[src/sv/evr_pkg.sv]
// ----------------------------------------------------------------------------
// evr_pkg: shared types and constants for the ellipse vertex generator
// Fixed-point widths, register indexes, configuration and result records,
// and the saturation helpers used by the datapath.
// ----------------------------------------------------------------------------
package evr_pkg;

  // Fixed-point formats
  localparam int FRAC_BITS    = 14;
  localparam int COORD_WIDTH  = 16;
  localparam int UNIT_WIDTH   = FRAC_BITS + 2;
  localparam int STEP_FRAC    = 14;
  localparam int STEP_WIDTH   = 16;
  localparam int RADIUS_WIDTH = 15;
  localparam int CENTER_WIDTH = 16;
  localparam int INDEX_WIDTH  = 16;

  // Configuration port
  localparam int CFG_INDEX_WIDTH = 3;
  localparam int CFG_DATA_WIDTH  = 16;

  // Vertex scaling: signed unit times zero-extended radius
  localparam int SCALE_WIDTH  = UNIT_WIDTH + RADIUS_WIDTH + 1;
  localparam int SCALED_WIDTH = SCALE_WIDTH - FRAC_BITS;
  localparam int VSUM_BASE    = (SCALED_WIDTH > CENTER_WIDTH) ? SCALED_WIDTH : CENTER_WIDTH;
  localparam int VSUM_WIDTH   = ((VSUM_BASE > COORD_WIDTH) ? VSUM_BASE : COORD_WIDTH) + 1;

  // Rotation: step coefficient times unit component, two products summed
  localparam int ROT_PROD_WIDTH  = UNIT_WIDTH + STEP_WIDTH;
  localparam int ROT_SUM_WIDTH   = ROT_PROD_WIDTH + 1;
  localparam int ROT_SHIFT_WIDTH = ROT_SUM_WIDTH - STEP_FRAC;

  // Rounding offsets (half an LSB of the result)
  localparam logic signed [SCALE_WIDTH-1:0]   SCALE_HALF =
    SCALE_WIDTH'(64'sd1 <<< (FRAC_BITS - 1));
  localparam logic signed [ROT_SUM_WIDTH-1:0] ROT_HALF   =
    ROT_SUM_WIDTH'(64'sd1 <<< (STEP_FRAC - 1));

  // Saturation bounds
  localparam logic signed [VSUM_WIDTH-1:0] COORD_MAX =
    VSUM_WIDTH'((64'sd1 <<< (COORD_WIDTH - 1)) - 64'sd1);
  localparam logic signed [VSUM_WIDTH-1:0] COORD_MIN =
    VSUM_WIDTH'(-(64'sd1 <<< (COORD_WIDTH - 1)));
  localparam logic signed [ROT_SHIFT_WIDTH-1:0] UNIT_MAX =
    ROT_SHIFT_WIDTH'((64'sd1 <<< (UNIT_WIDTH - 1)) - 64'sd1);
  localparam logic signed [ROT_SHIFT_WIDTH-1:0] UNIT_MIN =
    ROT_SHIFT_WIDTH'(-(64'sd1 <<< (UNIT_WIDTH - 1)));

  // Angle zero: unit vector (1.0, 0)
  localparam logic signed [UNIT_WIDTH-1:0] UNIT_ONE = UNIT_WIDTH'(64'sd1 <<< FRAC_BITS);

  // Register reset values
  localparam logic signed [STEP_WIDTH-1:0] STEP_COS_RESET = STEP_WIDTH'(16384);
  localparam logic [INDEX_WIDTH-1:0]       SEG_RESET      = INDEX_WIDTH'(64);

  // Register indexes
  typedef enum logic [CFG_INDEX_WIDTH-1:0] {
    REG_CENTER_X      = 3'd0,
    REG_CENTER_Y      = 3'd1,
    REG_RADIUS_X      = 3'd2,
    REG_RADIUS_Y      = 3'd3,
    REG_STEP_COSINE   = 3'd4,
    REG_STEP_SINE     = 3'd5,
    REG_SEGMENT_COUNT = 3'd6
  } cfg_reg_t;

  // Configuration register file
  typedef struct packed {
    logic signed [CENTER_WIDTH-1:0] center_x;
    logic signed [CENTER_WIDTH-1:0] center_y;
    logic [RADIUS_WIDTH-1:0]        radius_x;
    logic [RADIUS_WIDTH-1:0]        radius_y;
    logic signed [STEP_WIDTH-1:0]   step_cosine;
    logic signed [STEP_WIDTH-1:0]   step_sine;
    logic [INDEX_WIDTH-1:0]         segment_count;
  } cfg_t;

  // One emitted vertex
  typedef struct packed {
    logic signed [COORD_WIDTH-1:0] vertex_x;
    logic signed [COORD_WIDTH-1:0] vertex_y;
    logic                          last_of_loop;
  } vertex_t;

  // Clamp a widened coordinate sum into the coordinate range
  function automatic logic signed [COORD_WIDTH-1:0] sat_coord(
    input logic signed [VSUM_WIDTH-1:0] v
  );
    logic signed [VSUM_WIDTH-1:0] r;
    r = v;
    if (v > COORD_MAX) r = COORD_MAX;
    if (v < COORD_MIN) r = COORD_MIN;
    return r[COORD_WIDTH-1:0];
  endfunction

  // Clamp a rotated component into the unit vector range
  function automatic logic signed [UNIT_WIDTH-1:0] sat_unit(
    input logic signed [ROT_SHIFT_WIDTH-1:0] v
  );
    logic signed [ROT_SHIFT_WIDTH-1:0] r;
    r = v;
    if (v > UNIT_MAX) r = UNIT_MAX;
    if (v < UNIT_MIN) r = UNIT_MIN;
    return r[UNIT_WIDTH-1:0];
  endfunction

endpackage

[src/sv/evr_core.sv]
// ----------------------------------------------------------------------------
// evr_core: vertex datapath and rotation state
// Scales the current unit vector into a vertex and on every accepted request
// rotates it by the step angle, or after the last vertex returns to angle zero.
// ----------------------------------------------------------------------------
module evr_core
  import evr_pkg::*;
(
  input  logic    clk,
  input  logic    rst,
  input  logic    advance,
  input  logic    restart,
  input  cfg_t    cfg,
  output vertex_t vertex
);

  logic signed [UNIT_WIDTH-1:0]      unit_x;
  logic signed [UNIT_WIDTH-1:0]      unit_y;
  logic [INDEX_WIDTH-1:0]            vertex_index;
  logic signed [UNIT_WIDTH-1:0]      unit_x_next;
  logic signed [UNIT_WIDTH-1:0]      unit_y_next;
  logic [INDEX_WIDTH-1:0]            vertex_index_next;

  logic signed [UNIT_WIDTH-1:0]      cur_x;
  logic signed [UNIT_WIDTH-1:0]      cur_y;
  logic [INDEX_WIDTH-1:0]            cur_idx;

  logic signed [SCALE_WIDTH-1:0]     prod_x;
  logic signed [SCALE_WIDTH-1:0]     prod_y;
  logic signed [SCALE_WIDTH-1:0]     rnd_x;
  logic signed [SCALE_WIDTH-1:0]     rnd_y;
  logic signed [SCALED_WIDTH-1:0]    scaled_x;
  logic signed [SCALED_WIDTH-1:0]    scaled_y;
  logic signed [VSUM_WIDTH-1:0]      vsum_x;
  logic signed [VSUM_WIDTH-1:0]      vsum_y;

  logic signed [ROT_PROD_WIDTH-1:0]  p_cx;
  logic signed [ROT_PROD_WIDTH-1:0]  p_sy;
  logic signed [ROT_PROD_WIDTH-1:0]  p_sx;
  logic signed [ROT_PROD_WIDTH-1:0]  p_cy;
  logic signed [ROT_SUM_WIDTH-1:0]   rot_x;
  logic signed [ROT_SUM_WIDTH-1:0]   rot_y;
  logic signed [ROT_SHIFT_WIDTH-1:0] rot_x_sh;
  logic signed [ROT_SHIFT_WIDTH-1:0] rot_y_sh;

  logic [INDEX_WIDTH-1:0]            count_eff;
  logic [INDEX_WIDTH:0]              idx_inc;
  logic                              last;

  // Select angle zero when the request asks for a restart
  assign cur_x   = restart ? UNIT_ONE : unit_x;
  assign cur_y   = restart ? '0 : unit_y;
  assign cur_idx = restart ? '0 : vertex_index;

  // Scale by the radii, round to nearest, offset by the center
  assign prod_x   = SCALE_WIDTH'(cur_x) * SCALE_WIDTH'($signed({1'b0, cfg.radius_x}));
  assign prod_y   = SCALE_WIDTH'(cur_y) * SCALE_WIDTH'($signed({1'b0, cfg.radius_y}));
  assign rnd_x    = prod_x + SCALE_HALF;
  assign rnd_y    = prod_y + SCALE_HALF;
  assign scaled_x = rnd_x[SCALE_WIDTH-1:FRAC_BITS];
  assign scaled_y = rnd_y[SCALE_WIDTH-1:FRAC_BITS];
  assign vsum_x   = VSUM_WIDTH'(scaled_x) + VSUM_WIDTH'(cfg.center_x);
  assign vsum_y   = VSUM_WIDTH'(scaled_y) + VSUM_WIDTH'(cfg.center_y);

  // Loop position: a count of zero behaves like one
  assign count_eff = (cfg.segment_count == '0) ? INDEX_WIDTH'(1) : cfg.segment_count;
  assign idx_inc   = {1'b0, cur_idx} + (INDEX_WIDTH + 1)'(1);
  assign last      = idx_inc >= {1'b0, count_eff};

  assign vertex.vertex_x     = sat_coord(vsum_x);
  assign vertex.vertex_y     = sat_coord(vsum_y);
  assign vertex.last_of_loop = last;

  // Rotate the unit vector by the step angle
  assign p_cx     = ROT_PROD_WIDTH'(cfg.step_cosine) * ROT_PROD_WIDTH'(cur_x);
  assign p_sy     = ROT_PROD_WIDTH'(cfg.step_sine) * ROT_PROD_WIDTH'(cur_y);
  assign p_sx     = ROT_PROD_WIDTH'(cfg.step_sine) * ROT_PROD_WIDTH'(cur_x);
  assign p_cy     = ROT_PROD_WIDTH'(cfg.step_cosine) * ROT_PROD_WIDTH'(cur_y);
  assign rot_x    = ROT_SUM_WIDTH'(p_cx) - ROT_SUM_WIDTH'(p_sy) + ROT_HALF;
  assign rot_y    = ROT_SUM_WIDTH'(p_sx) + ROT_SUM_WIDTH'(p_cy) + ROT_HALF;
  assign rot_x_sh = rot_x[ROT_SUM_WIDTH-1:STEP_FRAC];
  assign rot_y_sh = rot_y[ROT_SUM_WIDTH-1:STEP_FRAC];

  // Return to angle zero after the last vertex, otherwise advance
  always_comb begin
    if (last) begin
      unit_x_next       = UNIT_ONE;
      unit_y_next       = '0;
      vertex_index_next = '0;
    end else begin
      unit_x_next       = sat_unit(rot_x_sh);
      unit_y_next       = sat_unit(rot_y_sh);
      vertex_index_next = idx_inc[INDEX_WIDTH-1:0];
    end
  end

  // Hold the rotation state between requests
  always_ff @(posedge clk) begin
    if (rst) begin
      unit_x       <= UNIT_ONE;
      unit_y       <= '0;
      vertex_index <= '0;
    end else if (advance) begin
      unit_x       <= unit_x_next;
      unit_y       <= unit_y_next;
      vertex_index <= vertex_index_next;
    end
  end

endmodule

[src/sv/evr_out_buf.sv]
// ----------------------------------------------------------------------------
// evr_out_buf: two-entry output buffer
// An output register backed by a skid register, so a new request is taken
// while a finished vertex still waits downstream.
// ----------------------------------------------------------------------------
module evr_out_buf
  import evr_pkg::*;
(
  input  logic    clk,
  input  logic    rst,
  input  logic    push,
  input  vertex_t push_data,
  output logic    full,
  output logic    valid,
  input  logic    stall,
  output vertex_t data
);

  logic    skid_valid;
  vertex_t skid_data;
  logic    pop;

  assign pop  = valid && !stall;
  assign full = skid_valid;

  // Track occupancy of the output and skid registers
  always_ff @(posedge clk) begin
    if (rst) begin
      valid      <= 1'b0;
      skid_valid <= 1'b0;
    end else if (skid_valid) begin
      if (pop) begin
        skid_valid <= 1'b0;
      end
    end else if (push) begin
      if (valid && !pop) begin
        skid_valid <= 1'b1;
      end else begin
        valid <= 1'b1;
      end
    end else if (pop) begin
      valid <= 1'b0;
    end
  end

  // Move payload: drain skid first, else load the output or park in skid
  always_ff @(posedge clk) begin
    if (skid_valid) begin
      if (pop) begin
        data <= skid_data;
      end
    end else if (push) begin
      if (valid && !pop) begin
        skid_data <= push_data;
      end else begin
        data <= push_data;
      end
    end
  end

endmodule

[src/sv/ellipse_rotation_vertex_generator.sv]
// ----------------------------------------------------------------------------
// ellipse_rotation_vertex_generator: ellipse outline vertex source
// Emits one vertex of an axis-aligned ellipse per request, stepping a unit
// vector around the outline by incremental rotation.
// ----------------------------------------------------------------------------
// Each request yields one vertex, and a request can be taken every cycle
// while item_stall is low: the rotation of the unit vector is a combinational
// loop (four 16x16 products, an add, round and clamp) that feeds the state
// registers directly. A two-entry output buffer lets the input keep flowing
// while one vertex waits downstream; item_stall rises only when both entries
// hold. Vertices come out in request order. A request with restart set starts
// at angle zero; the vertex flagged last_of_loop closes the outline and the
// next one starts at angle zero again. Registers may be written at any time
// with cfg_ready always high, and take effect on the next request.
// ----------------------------------------------------------------------------
module ellipse_rotation_vertex_generator
  import evr_pkg::*;
(
  input  logic                              clk,
  input  logic                              rst,
  // request channel
  input  logic                              item_valid,
  output logic                              item_stall,
  input  logic                              restart,
  // configuration write channel
  input  logic                              cfg_valid,
  output logic                              cfg_ready,
  input  logic [CFG_INDEX_WIDTH-1:0]        cfg_index,
  input  logic [CFG_DATA_WIDTH-1:0]         cfg_data,
  // vertex channel
  output logic                              result_valid,
  input  logic                              result_stall,
  output logic signed [COORD_WIDTH-1:0]     vertex_x,
  output logic signed [COORD_WIDTH-1:0]     vertex_y,
  output logic                              last_of_loop
);

  cfg_t    cfg;
  vertex_t core_vertex;
  vertex_t out_vertex;
  logic    advance;
  logic    buf_full;

  assign cfg_ready  = 1'b1;
  assign item_stall = buf_full;
  assign advance    = item_valid && !buf_full;

  // Write the register selected by the request index
  always_ff @(posedge clk) begin
    if (rst) begin
      cfg.center_x      <= '0;
      cfg.center_y      <= '0;
      cfg.radius_x      <= '0;
      cfg.radius_y      <= '0;
      cfg.step_cosine   <= STEP_COS_RESET;
      cfg.step_sine     <= '0;
      cfg.segment_count <= SEG_RESET;
    end else if (cfg_valid && cfg_ready) begin
      case (cfg_reg_t'(cfg_index))
        REG_CENTER_X:      cfg.center_x      <= cfg_data[CENTER_WIDTH-1:0];
        REG_CENTER_Y:      cfg.center_y      <= cfg_data[CENTER_WIDTH-1:0];
        REG_RADIUS_X:      cfg.radius_x      <= cfg_data[RADIUS_WIDTH-1:0];
        REG_RADIUS_Y:      cfg.radius_y      <= cfg_data[RADIUS_WIDTH-1:0];
        REG_STEP_COSINE:   cfg.step_cosine   <= cfg_data[STEP_WIDTH-1:0];
        REG_STEP_SINE:     cfg.step_sine     <= cfg_data[STEP_WIDTH-1:0];
        REG_SEGMENT_COUNT: cfg.segment_count <= cfg_data[INDEX_WIDTH-1:0];
        default: begin
        end
      endcase
    end
  end

  // Vertex datapath and rotation state
  evr_core u_core (
    .clk     (clk),
    .rst     (rst),
    .advance (advance),
    .restart (restart),
    .cfg     (cfg),
    .vertex  (core_vertex)
  );

  // Output register with skid
  evr_out_buf u_out_buf (
    .clk       (clk),
    .rst       (rst),
    .push      (advance),
    .push_data (core_vertex),
    .full      (buf_full),
    .valid     (result_valid),
    .stall     (result_stall),
    .data      (out_vertex)
  );

  assign vertex_x     = out_vertex.vertex_x;
  assign vertex_y     = out_vertex.vertex_y;
  assign last_of_loop = out_vertex.last_of_loop;

endmodule
[config.mk]
export PLATFORM = sky130hd
export DESIGN_NAME = ellipse_rotation_vertex_generator
export DESIGN_NICKNAME = d
export VERILOG_FILES = /design/src/sv/evr_pkg.sv /design/src/sv/evr_core.sv /design/src/sv/evr_out_buf.sv /design/src/sv/ellipse_rotation_vertex_generator.sv
export SDC_FILE = /design/constraint.sdc
export NUM_CORES = 2
export LEC_CHECK = 0
export BUFFER_PORTS_ARGS = -buffer_cell sky130_fd_sc_hd__buf_2
export CAP_MARGIN = 20
export CORE_ASPECT_RATIO = 0.7
export CORE_UTILIZATION = 35
export CTS_BUF_LIST = sky130_fd_sc_hd__clkbuf_16
export DETAILED_ROUTE_END_ITERATION = 10
export PLACE_DENSITY = 0.56
export SLEW_MARGIN = 10
export SYNTH_ARGS = -nofsm -noshare
export SYNTH_HDL_FRONTEND = slang
export SYNTH_HIERARCHICAL = 1
export SYNTH_SLANG_ARGS = --single-unit
[constraint.sdc]
create_clock -name clk -period 10.75 [get_ports clk]
set_input_delay 0 -clock clk [delete_from_list [all_inputs] [get_ports clk]]
set_output_delay 0 -clock clk [all_outputs]
set_load 0.01 [all_outputs]
**Word-level counts from Yosys, hierarchy flattened**

Index checks and enable logic that the tools add are counted.

- Bits in registers: 226
- Latch bits: 0
- Memory bits (writable): 0
- Memory bits (read-only): 0
- Input port bits: 25
- Output and inout bits: 36
- Logic and storage cells: 98
- Memories: 0

- $add $sub $neg: 9
- Multipliers: 6
- Div/mod/pow operators: 0
- Magnitude comparators: 9
- Equality and inequality tests: 9
- Shifts and indexed selects: 0
- Muxes and demuxes: 26
- Bitwise operators: 1
- Reduce and logical (&&, ||, !) cells: 20

Operators by type and width:

| kind | number |
|---|---|
| 16-bit 2-to-1 mux | 15 |
| 16-bit by 16-bit multiplier with 32-bit output | 6 |
| 33-bit 2-to-1 mux | 4 |
| 19-bit by 16-bit greater-than comparator with 1-bit output (second input constant) | 4 |
| 19-bit by 16-bit less-than comparator with 1-bit output (second input constant) | 4 |
| 33-bit by 15-bit adder with 33-bit output (second input constant) | 2 |
| 32-bit by 15-bit adder with 32-bit output (second input constant) | 2 |
| 18-bit by 16-bit adder with 19-bit output | 2 |
| 32-bit by 32-bit adder with 33-bit output | 1 |
| 32-bit by 32-bit subtractor with 33-bit output | 1 |
| 16-bit by 1-bit adder with 17-bit output (second input constant) | 1 |
| 17-bit by 16-bit greater-or-equal comparator with 1-bit output | 1 |
| 16-bit logical NOT | 1 |
| 2-bit AND reduction | 7 |
| 3-bit == test (second input constant) | 3 |
| 3-bit AND reduction | 3 |
| 1-bit 2-to-1 mux | 7 |
| 3-bit by 2-bit == test with 1-bit output (second input constant) | 2 |
| 2-bit != test (second input constant) | 2 |
| 2-bit nonzero test | 2 |
| 3-bit by 1-bit == test with 1-bit output (second input constant) | 1 |
| 1-bit logical AND | 3 |
| 1-bit logical NOT | 3 |
| 3-bit logical NOT | 1 |
| other kinds (2) | 2 |

**Depth between registers and ports, before layout**

- Depth after elaboration: 10
- Mapped depth: 41

**Cells and area by module**

The synthesis kept the hierarchy.

Modules (own cells, without submodules):

| module | times used | cells each | area each (sq um) |
|---|---|---|---|
| evr_core | 1 | 6884 | 62468.7 |
| ellipse_rotation_vertex_generator | 1 | 385 | 4312.9 |
| evr_out_buf | 1 | 115 | 2617.5 |

**Least setup slack after synthesis**

OpenSTA, ideal clock, no wires.

- Path kind: input to register
- From: input port restart
- To: register u_out_buf/data[11] (netlist name) (data pin)
- Setup time: 0.260 ns
- Data arrival time: 8.583 ns
- Required time: 10.490 ns
- Setup slack: 1.906 ns
- Cell stages on the path: 38
- Buffers on the path: 5
- Path through: clkbuf_1 > clkbuf_1 > nor2b_1 > clkbuf_1 > clkbuf_1 > and2_1 > fa_1 > inv_1 > fa_1 > fa_1 > inv_1 > fa_1 > fa_1 > inv_1 > fa_1 > inv_1 > ha_1 > a21o_1 > [... 2 more ...] > a211oi_2 > a21oi_2 > o41a_1 > a41o_1 > or4_1 > nand2_1 > xnor2_1 > ha_1 > inv_1 > nor2_1 > o21ai_0 > nor3_1 > a31oi_1 > nand4bb_1 > o21ai_0 > buf_2 > o21ai_0 > mux2_4

RTL lines:

| element | line | source |
|---|---|---|
| start, declared | ellipse_rotation_vertex_generator.sv:24 | `input logic restart,` |
| end signal, assigned | evr_out_buf.sv:50 | `data <= skid_data;` |
| end signal, assigned | evr_out_buf.sv:56 | `data <= push_data;` |
| end, declared | evr_out_buf.sv:16 | `output vertex_t data` |

**Worst setup path after layout**

- From: register u_core.unit_y[6]
- To: register u_core.unit_x[9]

- Longest elaborated chain between the ends: 8
- Elaborated cells on any way between the ends: 9

Ends and longest elaborated chain:

| element | line | source |
|---|---|---|
| start, declared | evr_core.sv:18 | `logic signed [UNIT_WIDTH-1:0] unit_y;` |
| start signal, assigned | evr_core.sv:105 | `unit_y <= unit_y_next;` |
| 16-bit 2-to-1 mux * | evr_core.sv:52 | `assign cur_y = restart ? '0 : unit_y;` |
| 16-bit by 16-bit multiplier with 32-bit output * | evr_core.sv:76 | `assign p_sy = ROT_PROD_WIDTH'(cfg.step_sine) * ROT_PROD_WIDTH'(cur_y);` |
| 32-bit by 32-bit subtractor with 33-bit output * | evr_core.sv:79 | `assign rot_x = ROT_SUM_WIDTH'(p_cx) - ROT_SUM_WIDTH'(p_sy) + ROT_HALF;` |
| 33-bit by 15-bit adder with 33-bit output * | evr_core.sv:79 |  |
| 19-bit by 16-bit greater-than comparator with 1-bit output | evr_pkg.sv:102 | `if (v > UNIT_MAX) r = UNIT_MAX;` |
| 16-bit 2-to-1 mux | evr_pkg.sv:102 |  |
| 16-bit 2-to-1 mux * | evr_pkg.sv:103 | `if (v < UNIT_MIN) r = UNIT_MIN;` |
| 16-bit 2-to-1 mux * | evr_core.sv:86 | `if (last) begin` |
| end signal, assigned | evr_core.sv:104 | `unit_x <= unit_x_next;` |
| end, declared | evr_core.sv:17 | `logic signed [UNIT_WIDTH-1:0] unit_x;` |

Every way passes the cells marked *; elsewhere a longest branch is shown, timed or not.
A chain may end at the register's enable or synchronous reset.

==> impl_summary.md <==
Status
The run finished with clean final reports.

Logic synthesis
Among all flip-flop cells after synthesis, the most frequent one is dfxtp_1. The number of unique standard cell types used by synthesis is 87. The number of enable flip-flop cells after synthesis is 66. The net count after synthesis is around 9.6k. The synthesized flop and latch total is 226.

In this run the cell area of the synthesized design comes to 0.0694 sq mm. Synthesis produced a netlist whose cell count is approximately 7.4k. The fraction of the yosys area taken by sequential cells is 0.0747.

The share of flip-flops with an asynchronous set or reset is 0. The number of warnings printed during yosys synthesis is 6. The post-synthesis area per instance is 9.40 sq um.

Job
The reported max-cap violation count is 0.

CTS
The clock sink count is approximately 230. The number of gates resized after CTS is 0. The root buffer cell is clkbuf_16. In this run, post-CTS hold repair placed 8 buffers. In this run, CTS created clock tree buffers numbering 30. The register clock-pin slew on the reported worst setup and hold paths is 0.06 ns. The maximum buffer depth of the clock tree is 3.

The clock latency reported for the late side of the worst-skew pair is 0.62 ns. TritonCTS built the clock tree. Once the clock tree was built, the setup fixing pass inserted 0 buffers. The number of H-tree branching levels is 1.

Final layout
The layout has 19.8k filler cells. Leaving out fill and tap cells, the most frequent cells in the layout are inv_1, fa_1, nand2_1. The final instance count without filler cells is ~9.9k. The most frequent standard cell in the layout excluding fill and tap cells is inv_1. The proportion of layout cells with a drive suffix above 1 is 0.0440. The post-layout net count is about 9.5k. Once layout is done, the placed cells without fillers occupy 0.0741 sq mm. The synthesis-to-layout area growth is 6.85%.

Global routing
The via count of the first global-routing pass came to 51.3k. The total grt overflow is 0. The initial antenna violation count was 4. The met1 track utilization from global routing is 0.306. The first global-routing pass estimated 309 mm of wire. The pin count of the biggest net entering global routing is 91.

The overall fraction of global-route tracks in use is 0.200. The most used routing layer is met1. In the global route stage, met2 resource usage came out at 0.295. The global routing met3 resource utilization is 0.0379.

Floorplanning
The die covers between 0.2 and 0.25 sq mm. 61 I/O pins were placed. The effective utilization at floorplan is 0.353. The die width is between 500 and 600 um.

The row count is between 100 and 150. The area of the core is a little under 0.2 sq mm. The floorplan step set the die height to roughly 370 um.

Critical path
STA puts the critical path data required time at about 11 ns. In this run the worst path has a maximum fanout of 21. STA classifies the critical path endpoint as a flop. By instance count, the cell type seen most on the critical path is fa_1. The critical path in this run is classified as flop to flop. The launch point of the worst reg-to-reg path is u_core/unit_y[6].

The critical path starts at u_core/unit_y[6]. The worst setup path is launched from a flop. At the worst endpoint, the arrival time is roughly 10 ns. The worst path buffer plus inverter count is 6.

The dominant delay contributor by cell family on the critical path is adder cells. The slowest library cell on the worst path is a211oi_1. For this run, the slowest stage of the critical path takes 0.78 ns. The slack of the worst reg-to-reg path is 0.72 ns.

STA
The number of pins exceeding their max-slew limit in the final report is 0. The number of failing setup endpoints in the final timing report is 0. Setup total negative slack on the finished layout was measured at 0 ns. The routed design could run at a clock period as short as ~10 ns. The headroom to the max-slew limit is 0.207. The maximum frequency from static timing analysis is between 0.09 and 0.1 GHz. The number of hold-slack violations in the final timing report came to 0. Across the routed clock network, the largest skew measured is 0.0217 ns.

The slew at the pin with the worst max-slew slack is between 1 and 1.5 ns. Of the available clock period, the critical path in the final layout requires 0.933. Setup repair after global routing left no endpoint under its margin.

Power
The proportion of total power due to net switching is 0.530. The clock share of power is 0.143. Dividing total power by cell area gives a power density of between 100 and 150 mW/mm^2. The share of total power dissipated in combinational logic is 0.718.

For this design the static power due to leakage is between 30 and 40 nW. In this run the power spent charging and discharging nets is about 4.2 mW. The cell internal power dissipation is roughly 3.7 mW. VDD sags by at most 0.000381 V. The share of total power dissipated in sequential elements is 0.138.

Drt
The final routed wire length divided by cell count is 19.7 um. The post-detailed-route count of antenna-violating nets is 0. In the routed design, unresolved DRC markers number 0.

The routed layout has about 48k vias. After the first detailed-routing iteration, the DRC count stood at just over 3k. Before antenna repair, the detailed router went through 6 iterations.

After detailed routing, the number of vias per cell comes to approximately 4.8. The final layout contains routed wiring with a total length of around 200 mm.

Placed design
The number of placed cells counting well taps is between 9k and 10k. The cell area after placement is between 0.07 and 0.08 sq mm. The final RePlAce weighted congestion is between 0.8 and 0.9. The half-perimeter wire length after detailed placement is approximately 160 mm. The count of input and output buffers is 59.

Hold path
The source of the worst hold timing path is cfg_data[1]. The worst min-delay path category is input port to flop.
logic make-up after synthesis:
| kind of cell | count (synthesis) | share of synthesized area |
|---|---|---|
| buf+inv | 2239 | 0.123 |
| fa+ha+maj | 2208 | 0.578 |
| simple gates | 2040 | 0.148 |
| compound gates | 377 | 0.0340 |
| flops | 226 | 0.0747 |
| xor+xnor | 149 | 0.0194 |
| mux | 144 | 0.0228 |
| other cells | 1 | 0.0000540 |
stage by stage:
stage	setup slack [ns]	util	hold WS, ns	power, mW
floorplan	1.91	-	0.0691	4.83
global placement	0.697	0.370	0.296	6.55
detailed placement	0.737	0.370	0.300	6.64
CTS	0.954	0.376	0.0167	7.81
global route	0.329	0.377	0.0489	8.53
finish	0.721	0.377	0.0546	7.90
worst reg2reg max path, delay by kind of cell, from the launching register on:
family                   cells  cell delay (ns)
AO/OA/AOI/OAI                8             2.84
adder cells (fa/ha/maj)      9             4.31
buffers and inverters        6             0.99
flip-flops                   1             0.48
AND/OR/NAND/NOR              5             1.23
cell usage after synthesis, drive strengths merged (9+ instances only):
library cell  instances  area (sq um)
inv                1892          7100
fa                 1665         33300
nand2               831          3120
and2                711          4450
ha                  543          6790
clkbuf              324          1220
nand2b              165          1030
dfxtp               160          3200
nor2                143           537
a21oi               135           683
mux2i               111          1110
xnor2               105           920
o21ai                92           460
edfxtp               66          1980
nand3                52           265
nor2b                50           313
xor2                 41           359
mux2                 33           473
a21o                 30           225
nor3                 30           150
o21a                 28           210
buf                  23           185
a211oi               15           118
a31oi                11          75.1
a2111oi               9           104
sequential cells by signal (all words and copies together) (netlist names):
name	cells
cfg	110
u_core/unit_x	16
u_core/unit_y	16
u_core/vertex_index	16
u_out_buf/data	33
u_out_buf/full	1
u_out_buf/skid_data	33
u_out_buf/valid	1
path summary, 6_finish.rpt:
check | depth (start not counted) | end
min reg2reg | 2 | u_core/unit_x[3]
min | 3 | cfg[17]
max | 28 | u_core/unit_x[9]
max reg2reg | 28 | u_core/unit_x[9]
area by class of cell:
type / instances / area [sq um] / area share
Clock buffer: 30 / 751 / 0.0101
Timing Repair Buffer: 199 / 1510 / 0.0204
Sequential cell: 226 / 5190 / 0.0700
Tap cell: 2622 / 3280 / 0.0442
Inverter: 1892 / 7100 / 0.0958
Antenna cell: 8 / 20.0 / 0.000270
Clock inverter: 26 / 332 / 0.00447
Multi-Input combinational cell: 4919 / 56000 / 0.755
power by group through the flow:
stage	Clock (mW)	Combinational, mW	Sequential, mW
after detailed placement	0	5.54	1.10
final	1.13	5.67	1.09
after global placement	0	5.44	1.10
after floorplan	0	3.77	1.05
after global routing	1.19	6.25	1.10
after CTS	1.15	5.57	1.08
layer usage:
layer | vias up | part of all wire
met5 | - | 0
met4 | 0 | 0.016
met3 | 156 | 0.085
met2 | 1581 | 0.42
met1 | 24900 | 0.48
li1 | 21200 | -
Note: power is estimated with default switching activity, not from simulation.
